File: src/hw/rtl/pqph_pkg.sv
// ----------------------------------------------------------------------------
// pqph_pkg
// Shared types and constants of the pyramid quad pattern histogram.
// ----------------------------------------------------------------------------
package pqph_pkg;

  // func codes carried on in_tuser
  localparam logic FUNC_PUSH = 1'b0;
  localparam logic FUNC_READ = 1'b1;

  localparam int PIX_BITS = 8;
  localparam int IDX_BITS = 9;
  localparam int OUT_BITS = 16;
  localparam int PAT_BITS = 4;

  // bin index layout: whole frame, then 4 quadrants, then 16 sixteenths
  localparam logic [IDX_BITS-1:0] QUAD_BASE = 9'd16;
  localparam logic [IDX_BITS-1:0] SIXT_BASE = 9'd80;
  localparam logic [IDX_BITS-1:0] NUM_BINS  = 9'd336;

  // address widths of the three banks
  localparam int WHOLE_ABITS = 4;
  localparam int QUAD_ABITS  = 6;
  localparam int SIXT_ABITS  = 8;

  localparam int WEIGHT_WHOLE = 1;
  localparam int WEIGHT_QUAD  = 4;
  localparam int WEIGHT_SIXT  = 16;

  localparam logic [PIX_BITS-1:0] THRESH_RESET = 8'd50;

  localparam int FIFO_DEPTH = 4;

  typedef enum logic [1:0] {
    BANK_WHOLE,
    BANK_QUAD,
    BANK_SIXT
  } bank_sel_t;

  typedef enum logic [1:0] {
    OP_NONE,
    OP_ADD,
    OP_READ,
    OP_READ_CLEAR
  } bank_op_t;

  // one counted 2x2 window, registered by the window stage
  typedef struct packed {
    logic                hit;
    logic                quad_ok;
    logic                sixt_ok;
    logic [1:0]          quad;
    logic [1:0]          sixt;
    logic [PAT_BITS-1:0] pat;
  } win_t;

endpackage

File: src/hw/rtl/pqph_ofifo.sv
// ----------------------------------------------------------------------------
// pqph_ofifo
// Small result queue that decouples the bin pipeline from the output stall.
// ----------------------------------------------------------------------------
module pqph_ofifo (
  input  logic                          clk,
  input  logic                          rst_n,
  input  logic                          push,
  input  logic [pqph_pkg::OUT_BITS-1:0] push_data,
  output logic                          out_tvalid,
  input  logic                          out_tready,
  output logic [pqph_pkg::OUT_BITS-1:0] out_tdata,
  output logic [$clog2(pqph_pkg::FIFO_DEPTH):0] level
);

  localparam int PW = $clog2(pqph_pkg::FIFO_DEPTH);

  logic [pqph_pkg::OUT_BITS-1:0] data_r [pqph_pkg::FIFO_DEPTH];
  logic [PW-1:0]                 wr_ptr_r;
  logic [PW-1:0]                 rd_ptr_r;
  logic [PW:0]                   cnt_r;
  logic                          pop;

  assign out_tvalid = cnt_r != '0;
  assign out_tdata  = data_r[rd_ptr_r];
  assign pop        = out_tvalid && out_tready;
  assign level      = cnt_r;

  always_ff @(posedge clk) begin
    if (!rst_n) begin
      wr_ptr_r <= '0;
      rd_ptr_r <= '0;
      cnt_r    <= '0;
    end else begin
      if (push) begin
        wr_ptr_r <= wr_ptr_r + PW'(1);
      end
      if (pop) begin
        rd_ptr_r <= rd_ptr_r + PW'(1);
      end
      case ({push, pop})
        2'b10:   cnt_r <= cnt_r + (PW+1)'(1);
        2'b01:   cnt_r <= cnt_r - (PW+1)'(1);
        default: cnt_r <= cnt_r;
      endcase
    end
  end

  always_ff @(posedge clk) begin
    if (push) begin
      data_r[wr_ptr_r] <= push_data;
    end
  end

endmodule

File: config.mk
export PLATFORM = sky130hd
export DESIGN_NAME = pqph_ofifo
export DESIGN_NICKNAME = d
export VERILOG_FILES = /design/src/hw/rtl/pqph_pkg.sv /design/src/hw/rtl/pqph_ofifo.sv
export SDC_FILE = /design/constraint.sdc
export NUM_CORES = 1
export LEC_CHECK = 0
export BUFFER_PORTS_ARGS = -buffer_cell sky130_fd_sc_hd__buf_2
export CAP_MARGIN = 20
export CORE_AREA = 2 2 72 74
export DETAILED_ROUTE_END_ITERATION = 8
export DIE_AREA = 0 0 74 76
export GPL_ROUTABILITY_DRIVEN = 0
export PLACE_DENSITY = 0.89
export SETUP_SLACK_MARGIN = 0.2
export SLEW_MARGIN = 25
export SYNTH_ARGS = -nofsm -noshare
export SYNTH_HDL_FRONTEND = slang
export SYNTH_SLANG_ARGS = --single-unit
File: constraint.sdc
create_clock -name clk -period 5.3 [get_ports clk]
set_clock_uncertainty 0.15 [all_clocks]
set_input_delay 1.325 -clock clk [delete_from_list [all_inputs] [get_ports clk]]
set_output_delay 1.325 -clock clk [all_outputs]
set_load 0.02 [all_outputs]
# Yosys cells after proc, flatten, opt, wreduce, memory -nomap -nowiden

Memory sizes are Yosys's and may differ from the RTL's. A register that Yosys moved wholly into a read port is not among the register bits.
Cells that the tools add are included.

Div/mod/pow operators: 0
Order comparisons: 0
Multipliers: 0
Multiplexer cells: 5
Bitwise gates (word level): 0
Eq/ne operators: 2
Add/sub/neg operators: 4
Reduce and logical (&&, ||, !) cells: 3
Shift-type cells: 0

Operator list:

| operator                                                               | number |
|---|---|
| 3-bit one-hot mux with 2 select lines                                  | 1 |
| 2-bit by 1-bit adder with 2-bit output (second input constant)         | 2 |
| 2-bit 2-to-1 mux                                                       | 2 |
| 3-bit by 1-bit adder with 3-bit output (second input constant)         | 1 |
| 3-bit nonzero test                                                     | 1 |
| 3-bit by 1-bit subtractor with 3-bit output (second input constant)    | 1 |
| 2-bit by 1-bit equality test with 1-bit output (second input constant) | 1 |
| 2-bit equality test (second input constant)                            | 1 |
| 1-bit 2-to-1 mux                                                       | 2 |
| 2-bit nonzero test                                                     | 1 |
| 1-bit logical AND                                                      | 1 |

Memories: 1
Word-level logic and storage cells: 18
Memory bits (writable): 64
Output and inout port bits: 20
Bits in registers: 7
ROM bits: 0
Bits in latches: 0
Input port bits: 20

Memory list:

| name   | depth | bits a word | rd ports | clocked after memory_dff | write ports | line             | text |
|---|---|---|---|---|---|---|---|
| data_r | 4     | 16          | 1        | 1                        | 1           | pqph_ofifo.sv:18 | `logic [pqph_pkg::OUT_BITS-1:0] data_r [pqph_pkg::FIFO_DEPTH];` |

# Logic depth before layout (Yosys ltp)

Depth after elaboration: 4
Mapped depth: 7
Depth with buffers taken out: 7

# Worst setup path before layout

Ideal clock, no wire load.

Kind: input-to-reg
Start: in out_tready
End: reg cnt_r[2] (netlist: level[2])
Library setup time: 0.076 ns
Buffers on the path: 0
Setup slack: 2.438 ns
Arrival time: 2.636 ns
Data required time: 5.074 ns
Stages: 7
Cell sequence: o31a_1 -> ha_1 -> inv_1 -> fa_1 -> xor2_1 -> or3_1 -> a21boi_0

Longest elaborated chain between the ends: 3

RTL lines:

| what                                                                                  | line             | text |
|---|---|---|
| from (decl)                                                                           | pqph_ofifo.sv:11 | `input logic out_tready,` |
| 1-bit logical AND *                                                                   | pqph_ofifo.sv:26 | `assign pop = out_tvalid && out_tready;` |
| 2-bit by 1-bit equality test with 1-bit output or 2-bit equality test (tied branches) | pqph_ofifo.sv:41 | `case ({push, pop})` |
| 3-bit one-hot mux with 2 select lines or 2-bit nonzero test (tied branches)           | n/a              |  |
| to (signal assigned)                                                                  | pqph_ofifo.sv:42 | `2'b10: cnt_r <= cnt_r + (PW+1)'(1);` |
| to (signal assigned)                                                                  | pqph_ofifo.sv:43 | `2'b01: cnt_r <= cnt_r - (PW+1)'(1);` |
| to (signal assigned)                                                                  | pqph_ofifo.sv:44 | `default: cnt_r <= cnt_r;` |
| to (decl)                                                                             | pqph_ofifo.sv:21 | `logic [PW:0] cnt_r;` |

Every way passes the cells marked *; elsewhere a longest branch is shown, timed or not.
A chain may end at the register's enable or synchronous reset.

==> reports/qor.yml <==
power_and_ir_drop:
  p_sw_share_pct: 27.40
  power_leakage_nw: 1.134
  net-switching-power_mw: 0.3848
  p_per_area_mw_per_mm2: 435.1
  vdd.ir_drop.worst_uv: 286.3
  power.combinational.fraction_pct: 21.0
  sequentialPowerShare_pct: 51.5
  power.clock.fraction_pct: 27.5
  cell_int_power_mw: 1.020
placed_design:
  place_area_mm2: 0.003047
  placement.io_buffers: 39
  dp.final_hpwl_um: 2960
  dp_worst_setup_slack_ns: 1.956
worst_setup_path:
  cp_slowest_cell: "sky130_fd_sc_hd__dfxtp_2"
  timing.critical_path.arrival_ns: 1.81
  critical_path_required_ns: 3.83
  worstReg2RegEnd: "level[2]"
  rrSetupSlack_ns: 3.13
  criticalPathCategory: "reg2out"
  biggest_fanout_along_the_worst_timing_path: 16
  worst_setup_path_end_kind: "output pin"
  timing.reg2reg.worst_path_depth: 7
  worstPathCellList: "mux4_1, buf_2"
  start_kind: "register"
  cell_family_with_most_cp_delay: "flip-flops"
  critPathMaxStageDelay_ns: 0.68
  critical_r2r_launch: "level[0]"
  critical_path_cell_count: 2
  cp_num_buf_inv: 1
drt:
  route.final.wire_length_um: 4553
  drc: 0
  wl_per_cell_um: 18.14
  detailedRoute.firstIterationViolations: 62
  vias: 1308
  detail_route.first_pass.iterations: 4
  drtAntennaViolNets: 0
  detail_route.vias_per_cell: 5.211
global_route:
  grt_max_degree: 17
  grt_pass1_wl_um: 7134
  antenna_found_initial: 0
  grt_pass1_vias: 1440
  track_usage_pct: 17.76
  total_grt_overflow: 0
die:
  core.rowCount: 26
  chipWidth_um: 74
  coreArea_mm2: 0.004912
  die_area_mm2: 0.005624
  y_dimension_of_the_die_um: 76
  design.portCount: 40
  initial_core_utilization_pct: 57.11
timing:
  period_needed_ns: 3.281
  worstMarginPinSlew_ns: 0.8291
  grt_setup_unrepaired: "false"
  max_freq_mhz: 304.8
  drv_slew: 0
  minimum_hold_slack_ns: 0.4249
  final.period_utilization_pct: 61.91
  setup_violations: 0
  min_setup_slack_post_route_ns: 2.019
  hold_violations: 0
  totalNegativeSetupSlack_ns: 0
  slew-limit-headroom_pct: 44.73
finish:
  syn_to_final_growth_pct: 15.08
  layout-drive-gt1-share_pct: 34.25
  antenna_cells: 0
  fin_area_mm2: 0.003228
  final_nets: 202
  layout.filler_cells: 328
clock_tree:
  post_cts_buffers: 0
  cts_hold_buffers: 0
  worst_setup_hold_path_clk_slew_ns: 0.06
  cts_tree: "built"
  cts_inserted_buffers: 9
  total_number_of_clock_tree_sinks: 73
  number_of_h_tree_levels: 3
  clock_latency_ns: 0.32
  cts.repair.resized: 0
  cts_max_path_buffers: 2
  cts.root.buffer_cell: "sky130_fd_sc_hd__clkbuf_8"
synthesis:
  synthFlopType: "sky130_fd_sc_hd__edfxtp_1"
  mappedNetlistNets: 156
  ys_async_sr_fraction_pct: 0
  syn_inst: 130
  ys.warnings.count: 0
  syn_avg_cell_area_um2: 21.58
  synth_top_area_share_pct: 68.51
  synth_top_cells_by_count: "sky130_fd_sc_hd__edfxtp_1 (64), sky130_fd_sc_hd__mux4_2 (10), sky130_fd_sc_hd__dfxtp_1 (9)"
  post-synth-top-count-cell: "sky130_fd_sc_hd__edfxtp_1"
  proportion_of_synthesized_chip_area_in_sequential_cells_pct: 74.93
  ys_seq_elements: 73
  synth.largest_area_cell: "sky130_fd_sc_hd__edfxtp_1"
  synth_top_cells_by_area: "sky130_fd_sc_hd__edfxtp_1 (69%), sky130_fd_sc_hd__mux4_2 (8.0%), sky130_fd_sc_hd__dfxtp_1 (6.4%)"
  edff_count_synth: 64
  synth.distinct_cells: 21
  syn_area_mm2: 0.002805
min_path:
  holdCritStartpoint: "wr_ptr_r[1]"
  holdCritPathClass: "reg2reg"
  min_to: "wr_ptr_r[1]"
  holdPathStages: 2
outcome:
  result_of_the_run: "complete, no violations"
job:
  timing.max_cap.violations: 0
==> flip-flops by register name (all words and copies together) (netlist names), named ones only <==
signal and flops:
rd_ptr_r 2, level 3, data_r 64, wr_ptr_r 2
==> worst max-delay path by stage <==
stage,startpoint,endpoint,slack [ns]
final,register,out_tdata[12],2.02
after global routing,register,out_tdata[13],1.91
after CTS,register,out_tdata[13],1.60
after detailed placement,register,out_tdata[13],1.96
after global placement,register,out_tdata[13],2.02
after floorplan,out_tready,level[2],2.44
==> power by group through the flow <==
stage | logic (mW) | registers, mW | clock network [mW]
floorplan | 0.244 | 0.709 | 0
finish | 0.295 | 0.723 | 0.386
CTS | 0.300 | 0.724 | 0.394
global placement | 0.286 | 0.729 | 0
global route | 0.321 | 0.731 | 0.418
detailed placement | 0.299 | 0.736 | 0
==> worst reg2reg max path, stage by stage, from the launching register on <==
cell	delay [ns]
sky130_fd_sc_hd__dfxtp_1	0.44
sky130_fd_sc_hd__o31a_1	0.21
sky130_fd_sc_hd__ha_1	0.20
sky130_fd_sc_hd__inv_1	0.06
sky130_fd_sc_hd__fa_1	0.37
sky130_fd_sc_hd__xor2_1	0.16
sky130_fd_sc_hd__or3_1	0.31
sky130_fd_sc_hd__a21boi_0	0.19
==> cells by family after synthesis <==
family	after synthesis	synth area share, %
AOI/OAI and AO/OA	5	1.249
xor gates and xnor gates	5	1.561
adders and majority gates	6	2.944
buffers and inverters	10	2.275
DFF	73	74.93
muxes	17	14.01
and+or+nand+nor	14	3.033
==> per-layer routing <==
metal  global-route usage, %  vias to the layer above  part of all wire (%)
li1                        -                      614                     -
met1                   20.67                      655                    39
met2                   31.52                       37                    55
met3                   4.630                        2                   5.1
met4                   5.455                        0                  0.35
met5                       0                        -                     0
==> through the flow <==
stage          power, mW  cells  utilization [%]
2_1_floorplan     0.9529    130                -
3_3_place_gp       1.015    235            62.02
3_5_place_dp       1.035    235            62.02
4_1_cts            1.418    251            65.69
5_1_grt            1.470    251            65.72
6_report           1.404    251            65.72
==> cell usage in the layout (no fill, tap or decap), drive strengths merged, types with 2 or more instances in the layout <==
master,netlist,routed
ha,5,5
xor2,2,2
and2,8,8
dfxtp,9,9
or3,2,2
mux4,16,16
edfxtp,64,64
inv,6,6
o21ai,2,2
nor2b,3,3
xnor2,3,3
clkbuf,0,16
buf,4,39
==> cell type report <==
type	instances	area, um^2	area share (%)
clock buffer	16	180.2	5.581
sequential	73	2103	65.16
tap	70	87.58	2.713
inverter	6	22.52	0.6977
multi-input combinational	47	639.4	19.81
timing repair buffer	39	195.2	6.046
Power figures use the tool's default switching activity.
