**src/hw/rtl/pqph_pkg.sv**
```systemverilog
// ----------------------------------------------------------------------------
// pqph_pkg
// Shared types and constants of the pyramid quad pattern histogram.
// ----------------------------------------------------------------------------
package pqph_pkg;

  // func codes carried on in_tuser
  localparam logic FUNC_PUSH = 1'b0;
  localparam logic FUNC_READ = 1'b1;

  localparam int PIX_BITS = 8;
  localparam int IDX_BITS = 9;
  localparam int OUT_BITS = 16;
  localparam int PAT_BITS = 4;

  // bin index layout: whole frame, then 4 quadrants, then 16 sixteenths
  localparam logic [IDX_BITS-1:0] QUAD_BASE = 9'd16;
  localparam logic [IDX_BITS-1:0] SIXT_BASE = 9'd80;
  localparam logic [IDX_BITS-1:0] NUM_BINS  = 9'd336;

  // address widths of the three banks
  localparam int WHOLE_ABITS = 4;
  localparam int QUAD_ABITS  = 6;
  localparam int SIXT_ABITS  = 8;

  localparam int WEIGHT_WHOLE = 1;
  localparam int WEIGHT_QUAD  = 4;
  localparam int WEIGHT_SIXT  = 16;

  localparam logic [PIX_BITS-1:0] THRESH_RESET = 8'd50;

  localparam int FIFO_DEPTH = 4;

  typedef enum logic [1:0] {
    BANK_WHOLE,
    BANK_QUAD,
    BANK_SIXT
  } bank_sel_t;

  typedef enum logic [1:0] {
    OP_NONE,
    OP_ADD,
    OP_READ,
    OP_READ_CLEAR
  } bank_op_t;

  // one counted 2x2 window, registered by the window stage
  typedef struct packed {
    logic                hit;
    logic                quad_ok;
    logic                sixt_ok;
    logic [1:0]          quad;
    logic [1:0]          sixt;
    logic [PAT_BITS-1:0] pat;
  } win_t;

endpackage

```
**src/hw/rtl/pqph_bank.sv**
```systemverilog
// ----------------------------------------------------------------------------
// pqph_bank
// One bank of histogram bins: registered read, saturating read-modify-write
// in the following cycle, with bypass of the previous write.
// ----------------------------------------------------------------------------
module pqph_bank #(
  parameter int ADDR_BITS  = 4,
  parameter int COUNT_BITS = 16
) (
  input  logic                    clk,
  input  logic                    rst_n,
  input  pqph_pkg::bank_op_t      op,
  input  logic [ADDR_BITS-1:0]    addr,
  input  logic [COUNT_BITS-1:0]   weight,
  input  logic                    clr_en,
  input  logic [ADDR_BITS-1:0]    clr_addr,
  output logic [COUNT_BITS-1:0]   count
);

  localparam int DEPTH = 1 << ADDR_BITS;

  logic [COUNT_BITS-1:0] mem_r [DEPTH];
  logic [COUNT_BITS-1:0] rdata_r;
  pqph_pkg::bank_op_t    op_r;
  logic [ADDR_BITS-1:0]  addr_r;
  logic                  lw_en_r;
  logic [ADDR_BITS-1:0]  lw_addr_r;
  logic [COUNT_BITS-1:0] lw_data_r;

  logic [COUNT_BITS-1:0] cur;
  logic [COUNT_BITS:0]   sum;
  logic                  we;
  logic [COUNT_BITS-1:0] wdata;

  // take the value written last cycle if it hit the same bin
  assign cur = (lw_en_r && (lw_addr_r == addr_r)) ? lw_data_r : rdata_r;
  assign sum = {1'b0, cur} + {1'b0, weight};

  always_comb begin
    we    = 1'b0;
    wdata = cur;
    case (op_r)
      pqph_pkg::OP_ADD: begin
        we    = 1'b1;
        wdata = sum[COUNT_BITS] ? '1 : sum[COUNT_BITS-1:0];
      end
      pqph_pkg::OP_READ_CLEAR: begin
        we    = 1'b1;
        wdata = '0;
      end
      default: begin
        we    = 1'b0;
        wdata = cur;
      end
    endcase
  end

  always_ff @(posedge clk) begin
    if (!rst_n) begin
      op_r    <= pqph_pkg::OP_NONE;
      lw_en_r <= 1'b0;
    end else begin
      op_r    <= op;
      lw_en_r <= we;
    end
  end

  always_ff @(posedge clk) begin
    addr_r    <= addr;
    rdata_r   <= mem_r[addr];
    lw_addr_r <= addr_r;
    lw_data_r <= wdata;
    if (clr_en) begin
      mem_r[clr_addr] <= '0;
    end else if (we) begin
      mem_r[addr_r] <= wdata;
    end
  end

  assign count = cur;

endmodule

```
**config.mk**
```make
export PLATFORM = sky130hd
export DESIGN_NAME = pqph_bank
export DESIGN_NICKNAME = d
export VERILOG_FILES = /design/src/hw/rtl/pqph_pkg.sv /design/src/hw/rtl/pqph_bank.sv
export SDC_FILE = /design/constraint.sdc
export NUM_CORES = 1
export LEC_CHECK = 0
export BUFFER_PORTS_ARGS = -buffer_cell sky130_fd_sc_hd__buf_2
export CAP_MARGIN = 20
export CORE_MARGIN = 2
export CORE_UTILIZATION = 60
export CTS_CLUSTER_SIZE = 40
export DETAILED_ROUTE_END_ITERATION = 10
export PLACE_DENSITY = 0.8
export SYNTH_ARGS = -nofsm -noshare
export SYNTH_HDL_FRONTEND = slang
export SYNTH_SLANG_ARGS = --single-unit
```
**constraint.sdc**
```tcl
create_clock -name clk -period 5.3 [get_ports clk]
set_input_delay 0.265 -clock clk [delete_from_list [all_inputs] [get_ports clk]]
set_output_delay 0.265 -clock clk [all_outputs]
set_load 0.005 [all_outputs]
```
Yosys cells after proc, flatten, opt, wreduce, memory -nomap -nowiden

Memory sizes are Yosys's and may differ from the RTL's. A register that Yosys moved wholly into a read port is not among the register bits.
Index checks and enable logic that the tools add are counted.

Register bits after elaboration: 27
Latch bits: 0
RAM bits: 256
Memory bits (read-only): 0
Memories: 1

Add/subtract/negate cells: 1
$mul: 0
Div/mod/pow operators: 0
Magnitude comparators: 0
Equal/unequal tests: 3
Shifts and indexed selects: 0
Multiplexer cells: 12
Bitwise gates (word level): 0
Reduce and logical (&&, ||, !) cells: 3

Memories:

| memory | depth | bits a word | read ports | clocked after Yosys merged registers in | write ports | RTL line        | source |
|---|---|---|---|---|---|---|---|
| mem_r  | 16    | 16          | 1          | 1                                       | 1           | pqph_bank.sv:22 | `logic [COUNT_BITS-1:0] mem_r [DEPTH];` |

Operator list:

| kind                                                 | count |
|---|---|
| two-way mux 16 bit                                   | 3 |
| case mux 16 bit (2 select lines)                     | 1 |
| adder 16 x 16 -> 17 bit                              | 1 |
| OR reduction 16 bit                                  | 1 |
| two-way mux 1 bit                                    | 7 |
| equality test 4 bit                                  | 1 |
| two-way mux 4 bit                                    | 1 |
| equality test 2 x 1 -> 1 bit (second input constant) | 1 |
| equality test 2 bit (second input constant)          | 1 |
| OR reduction 2 bit                                   | 1 |
| logical AND 1 bit                                    | 1 |

Logic depth before layout (Yosys ltp)

Depth after elaboration: 8
Gate-level depth with buffers: 15

Worst setup path before layout

Ideal clock, no wire load.

Path type: reg-to-reg
Start point: register addr_r[0]
End point: memory mem_r[0][11], data pin
Arrival time: 3411 ps
Setup slack: 1612 ps
Cell stages (with the launch flop): 15
Buffers on the path: 2
Period minus slack after synthesis: 3688 ps
Path through: dfxtp_1 > xor2_1 > nor4_4 > buf_6 > mux2_2 > ha_1 > inv_1 > fa_1 > nand2b_1 > a21oi_1 > o21ai_2 > o21ai_0 > buf_2 > nor2_1 > nor2_1

Word-level cells in the longest chain between the ends: 7

Ends and longest elaborated chain:

| what                             | RTL line        | source |
|---|---|---|
| start, declared                  | pqph_bank.sv:25 | `logic [ADDR_BITS-1:0] addr_r;` |
| start signal, assigned           | pqph_bank.sv:69 | `addr_r <= addr;` |
| equality test 4 bit              | pqph_bank.sv:36 | `assign cur = (lw_en_r && (lw_addr_r == addr_r)) ? lw_data_r : rdata_r;` |
| logical AND 1 bit                | pqph_bank.sv:36 |  |
| two-way mux 16 bit               | pqph_bank.sv:36 |  |
| via count[0]                     | pqph_bank.sv:17 | `output logic [COUNT_BITS-1:0] count` |
| adder 16 x 16 -> 17 bit          | pqph_bank.sv:37 | `assign sum = {1'b0, cur} + {1'b0, weight};` |
| two-way mux 16 bit               | pqph_bank.sv:45 | `wdata = sum[COUNT_BITS] ? '1 : sum[COUNT_BITS-1:0];` |
| case mux 16 bit (2 select lines) | pqph_bank.sv:42 | `case (op_r)` |
| two-way mux 16 bit (no line)     | n/a             |  |
| end, declared                    | pqph_bank.sv:22 |  |

The timed path passes the listed nets, and every way through them passes these cells.

Worst setup path after layout

Start point: register addr_r[0]
End point: memory mem_r[1][15], data pin

Word-level cells in the longest chain between the ends: 7

Ends and longest elaborated chain:

| what                               | RTL line |
|---|---|
| equality test 4 bit *              | pqph_bank.sv:36 |
| logical AND 1 bit *                | pqph_bank.sv:36 |
| two-way mux 16 bit *               | pqph_bank.sv:36 |
| adder 16 x 16 -> 17 bit            | pqph_bank.sv:37 |
| two-way mux 16 bit                 | pqph_bank.sv:45 |
| case mux 16 bit (2 select lines) * | pqph_bank.sv:42 |
| two-way mux 16 bit (no line) *     | n/a |

Every way passes the cells marked *; elsewhere a longest branch is shown, timed or not.

==> results_dict.tcl <==
set metrics [dict create \
    finClkSkew_ns 0.0203 \
    cts_htree_levels 1 \
    syn_area_sq_um 12000 \
    most-common-layout-cells "256 x edfxtp_1, 80 x mux4_2, 43 x dfxtp_1, 43 x buf_2, 40 x nor2_1" \
    routed_via_density 6.52 \
    synthSimpleGateAreaFrac_pct 4.01 \
    max_freq_mhz 223 \
    p_per_area_nw_per_um2 384 \
    finalCriticalPeriod_ns 4.47 \
    coreArea_sq_um 19600 \
    crit_family "compound AO/OA/AOI/OAI gates" \
    final_common_cell "edfxtp_1" \
    hold_path.class "primary input to flip-flop" \
    fin_crit_sh_pct 84.4 \
    firstDrtPassIters 5 \
    remaining_drc_errors 0 \
    synth_fa_ha_area_share_pct 1.83 \
    ir_worst_vdd_mv 0.260 \
    cap_violations 0 \
    synthTopCellsByArea "edfxtp_1 64%, mux4_2 15%, dfxtp_1 7.1%, ha_1 1.7%, nor2_1 1.5%" \
    vias 6619 \
    ys_seq_elements 299 \
    chipHeight_microns 146 \
    avgSynthCellArea_sq_um 18.5 \
    clk_latency_ns 0.55 \
    ys_types 47 \
    dp_hpwl_microns 16400 \
    synth_top_area_share_pct 63.8 \
    boundaryPins 45 \
    synth_nets 697 \
    clockBufferDepth 3 \
    setup_viol 0 \
    die_area_sq_um 21200 \
    crit_path_frequent_cell "a21oi_1" \
    ff2ff_setup_slack_ns 0.83 \
    p_leak_nw 4.70 \
    synth_top_family_by_area "multiplexers" \
    nets 773 \
    diodes 0 \
    die_w_microns 146 \
    yosys_warnings 0 \
    crit_path_cell_trace "xor2_1 > nor4_4 > buf_4 > mux2_2 > ha_1 > a21oi_1 > o211ai_1 > a21oi_1 > o21ai_0 > xnor2_1 > a21oi_1" \
    wl_met1_microns 10600 \
    setup.worst_path.start_class "flip-flop" \
    tns_ns 0 \
    rows 51 \
    cp.required_ns 5.50 \
    cts_made_buffers 29 \
    cts_tree "done" \
    cts_root_buffer "clkbuf_16" \
    cpMaxStageDelayCell "a21oi_1" \
    synthToLayoutAreaGrowth_pct 13.4 \
    start_util_pct 61.5 \
    crit_path_max_incr_delay_ns 0.83 \
    wl_met3_microns 3340 \
    crit_cells 11 \
    grt_usage_pct 28.1 \
    io_buffers 44 \
    antenna_left 0 \
    first_iter_violations 764 \
    worstPathArrival_ns 4.67 \
    antenna_found_initial 0 \
    finalMaxSlewViolations 0 \
    gp_congestion 0.836 \
    route.met2.wl_microns 13700 \
    synthArstFlopShare_pct 0 \
    synth_ff_type "edfxtp_1" \
    drt-total-wl_microns 29100 \
    netlist_instances 651 \
    reg2reg_depth 11 \
    tightest_slew_ns 1.12 \
    outcome "completed" \
    slew_headroom_pct 25.7 \
    top_layer "met4" \
    synth.mux.area_fraction_pct 16.6 \
    synthXorXnorAreaFrac_pct 1.16 \
    hold_viol 0 \
    wl_per_cell_microns 28.7 \
    seq_area_frac_synth_pct 71.0 \
    fin_cells 1015 \
    grt_max_degree 51 \
    synth_top_area_cell "edfxtp_1" \
    crit_buf_inv 1 \
    first_global_vias 6795 \
    dp_cells 953 \
    min_path_cells 1 \
    critPathKind "flip-flop to flip-flop" \
    finish.utilization_pct 69.7 \
    synth-edff-count 256 \
    hold_ws_ns 0.196 \
    drive_gt1_share_pct 29.6 \
    clock-sinks 299 \
    grt-ovfl-total 0 \
    clk_pin_slew_ns 0.06 \
    hold_buffers 5 \
    crit_path_end_kind "flip-flop" \
    crit_fanout 16 \
    postCtsSetupBuffers 0 \
    postCtsResizedCells 0 \
    synth_compound_area_share_pct 3.98 \
    grt_pass1_wl_microns 43300 \
    rsz0062_at_grt "no" \
]
==> per-layer routing <==
| layer | up-vias | global-route usage [%] |
|---|---|---|
| met5 | - | 0 |
| met4 | 0 | 13.4 |
| met3 | 102 | 7.08 |
| met2 | 417 | 43.4 |
| met1 | 3334 | 38.3 |
| li1 | 2766 | - |
==> logic make-up after synthesis <==
logic type / after synthesis
buffers and inverters: 37
adder cells (fa/ha/maj): 17
AO/OA/AOI/OAI: 79
multiplexers: 97
flip-flops: 299
AND/OR/NAND/NOR: 106
XOR/XNOR: 16
==> cell usage after synthesis (all sizes together) (2+ instances only) <==
cell type  count
a21o           4
a21oi         27
a31oi         11
and2           7
buf           12
clkbuf        15
dfxtp         43
edfxtp       256
ha            16
inv            9
mux2          15
mux2i          2
mux4          80
nand2         30
nand2b         6
nand4          3
nor2          48
nor3           3
nor3b          4
nor4           2
o211ai         3
o21a           2
o21ai         20
o31ai          2
xnor2         10
xor2           6
==> registers in the layout, summed over array words and instances, names as in the netlist <==
signal     cells
addr_r         4
lw_addr_r      4
lw_data_r     16
lw_en_r        1
mem_r        256
op_r           2
rdata_r       16
==> final timing paths <==
| check | start | to |
|---|---|---|
| max | addr_r[0]$_DFF_P_ | mem_r[1][15]$_DFFE_PP_ |
| min | addr[3] | addr_r[3]$_DFF_P_ |
| max reg2reg | addr_r[0]$_DFF_P_ | mem_r[1][15]$_DFFE_PP_ |
| min reg2reg | addr_r[1]$_DFF_P_ | lw_addr_r[1]$_DFF_P_ |
==> cell type report <==
class | instances | area [sq um]
clock buffer | 36 | 772
clock inverter | 18 | 188
fill | 1185 | 5930
inverter | 10 | 37.5
multi-input combinational | 315 | 3340
sequential | 299 | 8550
tap | 265 | 332
timing repair buffer | 72 | 445
==> power breakdown <==
group | leakage (nW) | switching (W) | total, W | internal [W]
combinational | 1.48 | 0.000341 | 0.000552 | 0.000211
sequential | 2.75 | 0.0000253 | 0.00266 | 0.00263
clock | 0.466 | 0.000854 | 0.00204 | 0.00119
==> through the flow <==
stage	total power, W	instance area [sq um]	setup slack (ns)
after global placement	0.00322	12600	1.07
after floorplan	0.00305	12000	1.61
final	0.00525	13700	0.825
after global routing	0.00540	13700	0.611
after CTS	0.00526	13600	0.878
after detailed placement	0.00323	12600	0.864
No activity file was read; power rests on OpenSTA's default activity.
