[config.mk]
export PLATFORM = sky130hd
export DESIGN_NAME = pqph_window
export DESIGN_NICKNAME = d
export VERILOG_FILES = /design/src/hw/rtl/pqph_pkg.sv /design/src/hw/rtl/pqph_window.sv
export SDC_FILE = /design/constraint.sdc
export NUM_CORES = 1
export LEC_CHECK = 0
export ABC_AREA = 1
export BUFFER_PORTS_ARGS = -buffer_cell sky130_fd_sc_hd__buf_2
export CAP_MARGIN = 30
export CORE_MARGIN = 1
export CORE_UTILIZATION = 63
export DETAILED_ROUTE_END_ITERATION = 8
export PLACE_DENSITY_LB_ADDON = 0.15
export SLEW_MARGIN = 0
export SYNTH_ARGS = -nofsm -noshare
export SYNTH_HDL_FRONTEND = slang
export SYNTH_SLANG_ARGS = --single-unit
[constraint.sdc]
create_clock -name clk -period 5.8 [get_ports clk]
set_input_delay 0.29 -clock clk [delete_from_list [all_inputs] [get_ports clk]]
set_output_delay 0.29 -clock clk [all_outputs]
set_load 0.005 [all_outputs]
[src/hw/rtl/pqph_pkg.sv]
// ----------------------------------------------------------------------------
// pqph_pkg
// Shared types and constants of the pyramid quad pattern histogram.
// ----------------------------------------------------------------------------
package pqph_pkg;

  // func codes carried on in_tuser
  localparam logic FUNC_PUSH = 1'b0;
  localparam logic FUNC_READ = 1'b1;

  localparam int PIX_BITS = 8;
  localparam int IDX_BITS = 9;
  localparam int OUT_BITS = 16;
  localparam int PAT_BITS = 4;

  // bin index layout: whole frame, then 4 quadrants, then 16 sixteenths
  localparam logic [IDX_BITS-1:0] QUAD_BASE = 9'd16;
  localparam logic [IDX_BITS-1:0] SIXT_BASE = 9'd80;
  localparam logic [IDX_BITS-1:0] NUM_BINS  = 9'd336;

  // address widths of the three banks
  localparam int WHOLE_ABITS = 4;
  localparam int QUAD_ABITS  = 6;
  localparam int SIXT_ABITS  = 8;

  localparam int WEIGHT_WHOLE = 1;
  localparam int WEIGHT_QUAD  = 4;
  localparam int WEIGHT_SIXT  = 16;

  localparam logic [PIX_BITS-1:0] THRESH_RESET = 8'd50;

  localparam int FIFO_DEPTH = 4;

  typedef enum logic [1:0] {
    BANK_WHOLE,
    BANK_QUAD,
    BANK_SIXT
  } bank_sel_t;

  typedef enum logic [1:0] {
    OP_NONE,
    OP_ADD,
    OP_READ,
    OP_READ_CLEAR
  } bank_op_t;

  // one counted 2x2 window, registered by the window stage
  typedef struct packed {
    logic                hit;
    logic                quad_ok;
    logic                sixt_ok;
    logic [1:0]          quad;
    logic [1:0]          sixt;
    logic [PAT_BITS-1:0] pat;
  } win_t;

endpackage

[src/hw/rtl/pqph_window.sv]
// ----------------------------------------------------------------------------
// pqph_window
// Binarizes pixels, keeps the previous row and forms the 2x2 pattern and
// the region it falls in.
// ----------------------------------------------------------------------------
module pqph_window #(
  parameter int WIDTH  = 48,
  parameter int HEIGHT = 100
) (
  input  logic                          clk,
  input  logic                          rst_n,
  input  logic                          push,
  input  logic [pqph_pkg::PIX_BITS-1:0] pixel,
  input  logic [pqph_pkg::PIX_BITS-1:0] threshold,
  output pqph_pkg::win_t                win
);

  localparam int CW = $clog2(WIDTH);
  localparam int RW = $clog2(HEIGHT);
  localparam int QW = WIDTH / 2;
  localparam int QH = HEIGHT / 2;
  localparam int SW = QW / 2;
  localparam int SH = QH / 2;

  localparam logic [CW-1:0] COL_LAST = CW'(WIDTH - 1);
  localparam logic [RW-1:0] ROW_LAST = RW'(HEIGHT - 1);
  localparam logic [CW-1:0] QW_V     = CW'(QW);
  localparam logic [CW-1:0] QW_M1    = CW'(QW - 1);
  localparam logic [CW-1:0] QW2_M1   = CW'(2 * QW - 1);
  localparam logic [CW-1:0] SW_V     = CW'(SW);
  localparam logic [CW-1:0] SW_M1    = CW'(SW - 1);
  localparam logic [CW-1:0] SW2_M1   = CW'(2 * SW - 1);
  localparam logic [RW-1:0] QH_V     = RW'(QH);
  localparam logic [RW-1:0] QH_M1    = RW'(QH - 1);
  localparam logic [RW-1:0] QH2_M1   = RW'(2 * QH - 1);
  localparam logic [RW-1:0] SH_V     = RW'(SH);
  localparam logic [RW-1:0] SH_M1    = RW'(SH - 1);
  localparam logic [RW-1:0] SH2_M1   = RW'(2 * SH - 1);

  logic [WIDTH-1:0] line_r;
  logic             left_r;
  logic             above_left_r;
  logic [CW-1:0]    col_r;
  logic [RW-1:0]    row_r;
  pqph_pkg::win_t   win_r;
  pqph_pkg::win_t   win_nxt;

  logic          cur;
  logic          above;
  logic [CW-1:0] x;
  logic [CW-1:0] xs;
  logic [RW-1:0] y;
  logic [RW-1:0] ys;
  logic          bx;
  logic          by;

  // the oldest bit of the line shift is the pixel straight above
  assign cur   = pixel > threshold;
  assign above = line_r[WIDTH-1];
  assign x     = col_r - CW'(1);
  assign y     = row_r - RW'(1);
  assign bx    = x >= QW_V;
  assign by    = y >= QH_V;
  assign xs    = bx ? (x - QW_V) : x;
  assign ys    = by ? (y - QH_V) : y;

  always_comb begin
    win_nxt.hit     = push && (col_r != '0) && (row_r != '0);
    win_nxt.quad_ok = (x != QW_M1) && (x < QW2_M1) && (y != QH_M1) && (y < QH2_M1);
    win_nxt.sixt_ok = win_nxt.quad_ok && (xs != SW_M1) && (xs < SW2_M1) &&
                      (ys != SH_M1) && (ys < SH2_M1);
    win_nxt.quad    = {by, bx};
    win_nxt.sixt    = {ys >= SH_V, xs >= SW_V};
    win_nxt.pat     = {above_left_r, above, left_r, cur};
  end

  always_ff @(posedge clk) begin
    if (!rst_n) begin
      line_r       <= '0;
      left_r       <= 1'b0;
      above_left_r <= 1'b0;
      col_r        <= '0;
      row_r        <= '0;
      win_r        <= '0;
    end else begin
      win_r <= win_nxt;
      if (push) begin
        line_r       <= {line_r[WIDTH-2:0], cur};
        left_r       <= cur;
        above_left_r <= above;
        if (col_r == COL_LAST) begin
          col_r <= '0;
          row_r <= (row_r == ROW_LAST) ? '0 : row_r + RW'(1);
        end else begin
          col_r <= col_r + CW'(1);
        end
      end
    end
  end

  assign win = win_r;

endmodule

## Word-level counts from Yosys, hierarchy flattened

Index checks and enable logic that the tools add are counted.

- Register bits after elaboration: 74
- Bits of input ports: 19
- Output and inout port bits: 11
- Logic and storage cells: 48

- Add/subtract/negate cells: 6
- Magnitude comparators: 9
- Equal/unequal tests: 6
- Mux-type cells: 4
- Reduce and logical (&&, ||, !) cells: 12

Operator list:

| cell | number |
|---|---|
| $mux 7 | 2 |
| $mux 6 | 2 |
| $logic_and 1x1->1 | 9 |
| $gt 8x8->1 | 1 |
| $add 7x1->7 const B | 1 |
| $eq 7x7->1 const B | 1 |
| $ge 7x5->1 const B | 1 |
| $ge 7x6->1 const B | 1 |
| $lt 7x6->1 const B | 1 |
| $lt 7x7->1 const B | 1 |
| $ne 7x5->1 const B | 1 |
| $ne 7x6->1 const B | 1 |
| $reduce_bool 7->1 | 1 |
| $sub 7x1->7 const B | 1 |
| $sub 7x6->7 const B | 1 |
| $add 6x1->6 const B | 1 |
| $eq 6x6->1 const B | 1 |
| $ge 6x4->1 const B | 1 |
| $ge 6x5->1 const B | 1 |
| $lt 6x5->1 const B | 1 |
| $lt 6x6->1 const B | 1 |
| $ne 6x4->1 const B | 1 |
| $ne 6x5->1 const B | 1 |
| $reduce_bool 6->1 | 1 |
| 3 further kinds | 3 |

## Depth between registers and ports, before layout

- Depth after elaboration: 9
- Gate-level depth with buffers: 14
- Depth with buffers taken out: 14

## Worst setup path after synthesis

OpenSTA, ideal clock, no wires.

- Path type: flip-flop to flip-flop
- From: reg row_r[0]
- To: reg win_r (netlist bit win[8])
- Arrival time: 1979 ps
- Data required time: 5689 ps
- Slack: 3710 ps
- Cell stages (with the launch flop): 14
- Buffers on the path: 0
- Clock period less this slack: 2090 ps
- Cells stage by stage: dfxtp_1 -> inv_2 -> ha_1 -> xnor2_1 -> ha_1 -> nand3_1 -> nand3_4 -> nand3_4 -> nand2_1 -> nand3_2 -> nand2_1 -> nand2_1 -> nor2_1 -> nor2_1

- Longest elaborated chain between the ends: 8
- Elaborated cells between the ends (all ways): 14

Ends and longest elaborated chain:

| what | RTL line | source |
|---|---|---|
| start, declared | pqph_window.sv:44 | `logic [RW-1:0] row_r;` |
| start signal, assigned | pqph_window.sv:93 | `row_r <= (row_r == ROW_LAST) ? '0 : row_r + RW'(1);` |
| $sub 7x1->7 * | pqph_window.sv:61 | `assign y = row_r - RW'(1);` |
| parallel branches: the longest is 6 deep, another holds $sub 7x6->7 | n/a |  |
| $logic_and 1x1->1 * | pqph_window.sv:71 | `(ys != SH_M1) && (ys < SH2_M1);` |
| end signal, assigned | pqph_window.sv:86 | `win_r <= win_nxt;` |
| end, declared | pqph_window.sv:45 | `pqph_pkg::win_t win_r;` |

Mark *: on every way between the ends.
A chain may end at the register's enable or synchronous reset.

## Worst setup path in the final report

Same ends and word-level chain as after synthesis.

==> results.sh <==
export IMPL_end_kind="register"
export IMPL_place_congestion=0.869
export IMPL_ys_seq_elements=73
export IMPL_path_delay_family="simple AND/OR/NAND/NOR gates"
export IMPL_wl_per_cell_um=11.7
export IMPL_dieArea_um2=5740
export IMPL_p_switching_mw=0.281
export IMPL_total_power_mw=1.05
export IMPL_fillers=385
export IMPL_ios=30
export IMPL_min_path_type="reg -> reg"
export IMPL_worstPathRequired_ns=6.05
export IMPL_status="finished, final reports clean"
export IMPL_vdd_drop_max_uv=275
export IMPL_crit_slowest_cell="dfxtp_1"
export IMPL_synth_fp_nets=502
export IMPL_cts_tree="yes"
export IMPL_antenna_found_initial=0
export IMPL_r2r_start="row_r[0]"
export IMPL_hold_violations=0
export IMPL_grt_pass1_wl_um=11100
export IMPL_fmax_ghz=0.416
export IMPL_cts_resized_gates=0
export IMPL_cts_made_buffers=9
export IMPL_grt_use_met3=0.0767
export IMPL_h_tree_depth=3
export IMPL_critical_path_class="reg -> reg"
export IMPL_power_density_nw_per_um2=276
export IMPL_report_final_slew_viol_count=0
export IMPL_p_int_mw=0.773
export IMPL_clockRootBuffer="clkbuf_8"
export IMPL_grt_setup_unrepaired="no"
export IMPL_cts_setup_buffers=0
export IMPL_busiest_layer="met2"
export IMPL_start_util=0.663
export IMPL_max_stage_delay_ns=0.44
export IMPL_pwr_share_seq=0.513
export IMPL_wl_um=6600
export IMPL_synth_cell_types=34
export IMPL_crit_top_cell="nand2_1"
export IMPL_min_from="above_left_r"
export IMPL_clock_sinks=73
export IMPL_diodes=0
export IMPL_hold_ws_ns=0.433
export IMPL_worst_slew_margin_rel=0.474
export IMPL_grt_max_degree=57
export IMPL_synth_avg_cell_area_um2=7.37
export IMPL_synthCells=465
export IMPL_switching_share=0.267
export IMPL_p_leak_nw=1.88
export IMPL_via_count=2970
export IMPL_worst_pin_slew_ns=0.790
export IMPL_hold_buffers=0
export IMPL_grt_overflow_total=0
export IMPL_crit_buf_inv=1
export IMPL_drive_above_1_share=0.145
export IMPL_grt_pass1_vias=2696
export IMPL_core_area_um2=5170
export IMPL_cp_cell_sequence="inv_2 > ha_1 > xnor2_1 > ha_1 > nand3_1 > nand3_4 > nand3_4 > nand2_1 > nand2_1 > nand2_1 > nand2_1 > nor2_1 > nor2_1"
export IMPL_postRouteAntennaNets=0
export IMPL_fin_crit_sh=0.414
export IMPL_critPathArrivalTime_ns=2.65
export IMPL_drt_iter0_drc=99
export IMPL_grtUsageTotal=0.257
export IMPL_yosysWarnings=0
export IMPL_finClkSkew_ns=0.00914
export IMPL_pre_cts_ws_ns=3.44
export IMPL_clockBufferDepth=2
export IMPL_die_h_um=75.8
export IMPL_met2_usage=0.473
export IMPL_die_w_um=75.8
export IMPL_critPathLaunchType="register"
export IMPL_startpoint="row_r[0]"
export IMPL_cts_clk_slew_worst_paths_ns=0.07
export IMPL_via_per_inst=5.25
export IMPL_path_max_fanout=10
export IMPL_period_needed_ns=2.40
export IMPL_synth_seq_area_share=0.426
export IMPL_p_clk_frac=0.383
export IMPL_nets=528
export IMPL_port_buffers=29
export IMPL_finalSetupViolations=0
export IMPL_setup_tns_ns=0
export IMPL_syn_to_final_growth_pct=11.4
export IMPL_drcViolationCount=0
export IMPL_firstDrtPassIters=4
export IMPL_drv_cap=0
export IMPL_fp_row_count=26
export IMPL_fin_ws_ns=3.40
export IMPL_hpwlAfterDp_um=4450
export IMPL_power_frac_comb=0.105
export IMPL_gr_usage_met1=0.272
export IMPL_clk_latency_ns=0.35
export IMPL_syn_area_um2=3430
worst min-delay path: stages, from the launching register on:
cell	delay, ns
dfxtp_1	0.30
nand2_1	0.05
inv_1	0.04
state kept, by name, indices dropped and copies added (netlist names):
| register | flops |
|---|---|
| above_left_r | 1 |
| col_r | 6 |
| line_r | 48 |
| row_r | 7 |
| win | 11 |
through the flow:
step                instances  instance area [um2]   util
floorplan                 465                 3430      -
global route              566                 3820  0.738
global placement          550                 3620  0.699
finish                    566                 3820  0.738
CTS                       566                 3820  0.738
detailed placement        550                 3620  0.699
cells in the mapped netlist:
cell / count / area, um2
nor2_4: 2 / 22.5
nor3_1: 3 / 15.0
inv_1: 45 / 169
o21ai_0: 58 / 290
clkinv_1: 1 / 3.75
nand2_2: 4 / 25.0
nand3_4: 2 / 35.0
nand4_1: 7 / 43.8
or2_2: 1 / 6.26
nand3_2: 4 / 40.0
ha_1: 18 / 225
a21oi_1: 11 / 55.1
buf_1: 2 / 7.51
nor2_2: 2 / 12.5
a22oi_1: 1 / 7.51
nor2_1: 113 / 424
inv_2: 5 / 18.8
nand3_1: 15 / 75.1
o21ai_1: 3 / 15.0
nor3_2: 1 / 10.0
nand4_2: 1 / 12.5
dfxtp_1: 73 / 1460
nor3b_1: 3 / 22.5
o21a_1: 1 / 7.51
a31oi_1: 2 / 12.5
xor2_2: 2 / 32.5
nand2_1: 58 / 218
xnor2_1: 2 / 17.5
a31o_2: 1 / 8.76
o221ai_1: 1 / 8.76
o22ai_1: 2 / 12.5
o31ai_1: 1 / 7.51
xor2_1: 6 / 52.6
clkbuf_1: 14 / 52.6
layout by cell type, fill, tap and decap left out, drive strengths merged:
cell      netlist  final
bufinv          0      1
a31oi           2      2
o22ai           2      2
o31ai           1      1
inv            50     52
o21ai          61     61
clkbuf         14      9
or2             1      1
ha             18     18
a21oi          11     11
a31o            1      1
nor3b           3      3
nor3            4      4
clkinv          1      4
xnor2           2      2
nand3          21     21
nand4           8      8
clkinvlp        0      1
buf             2     31
a22oi           1      1
nor2          117    117
dfxtp          73     73
o221ai          1      1
nand2          62     62
xor2            8      8
o21a            1      1
metal layers:
layer	routed length, um	vias up
li1	-	1539
met1	2850	1346
met2	3390	73
met3	244	12
met4	111	0
met5	0	-
final cells by class:
cell class,instances,area [um2],share of cell area
multi-input cells,325,1720,0.449
flip-flops and latches,73,1460,0.383
inverters,51,191,0.0501
repair buffers,31,160,0.0420
clock buffers,9,124,0.0324
well taps,70,87.6,0.0229
clock inverters,7,77.6,0.0203
power groups by stage:
| stage | clock [mW] | sequential [mW] | combinational [mW] |
|---|---|---|---|
| after CTS | 0.413 | 0.540 | 0.112 |
| final | 0.403 | 0.540 | 0.111 |
| after detailed placement | 0 | 0.552 | 0.110 |
| after global routing | 0.431 | 0.544 | 0.130 |
| after floorplan | 0 | 0.550 | 0.0816 |
| after global placement | 0 | 0.551 | 0.105 |
logic make-up after synthesis:
kind of cell             share of synthesized area
AO/OA/AOI/OAI                                0.124
XOR/XNOR                                    0.0299
adder cells (fa/ha/maj)                     0.0657
buffers and inverters                       0.0734
flip-flops                                   0.426
AND/OR/NAND/NOR                              0.281
path summary, 6_finish.rpt:
| check | to | slack (ns) | cells after the start |
|---|---|---|---|
| setup / recovery | win[8] | 3.40 | 13 |
| hold / removal | win[3] | 0.43 | 2 |
| setup reg to reg | win[8] | 3.40 | 13 |
| hold reg to reg | win[3] | 0.43 | 2 |
Note: power is estimated with default switching activity, not from simulation.
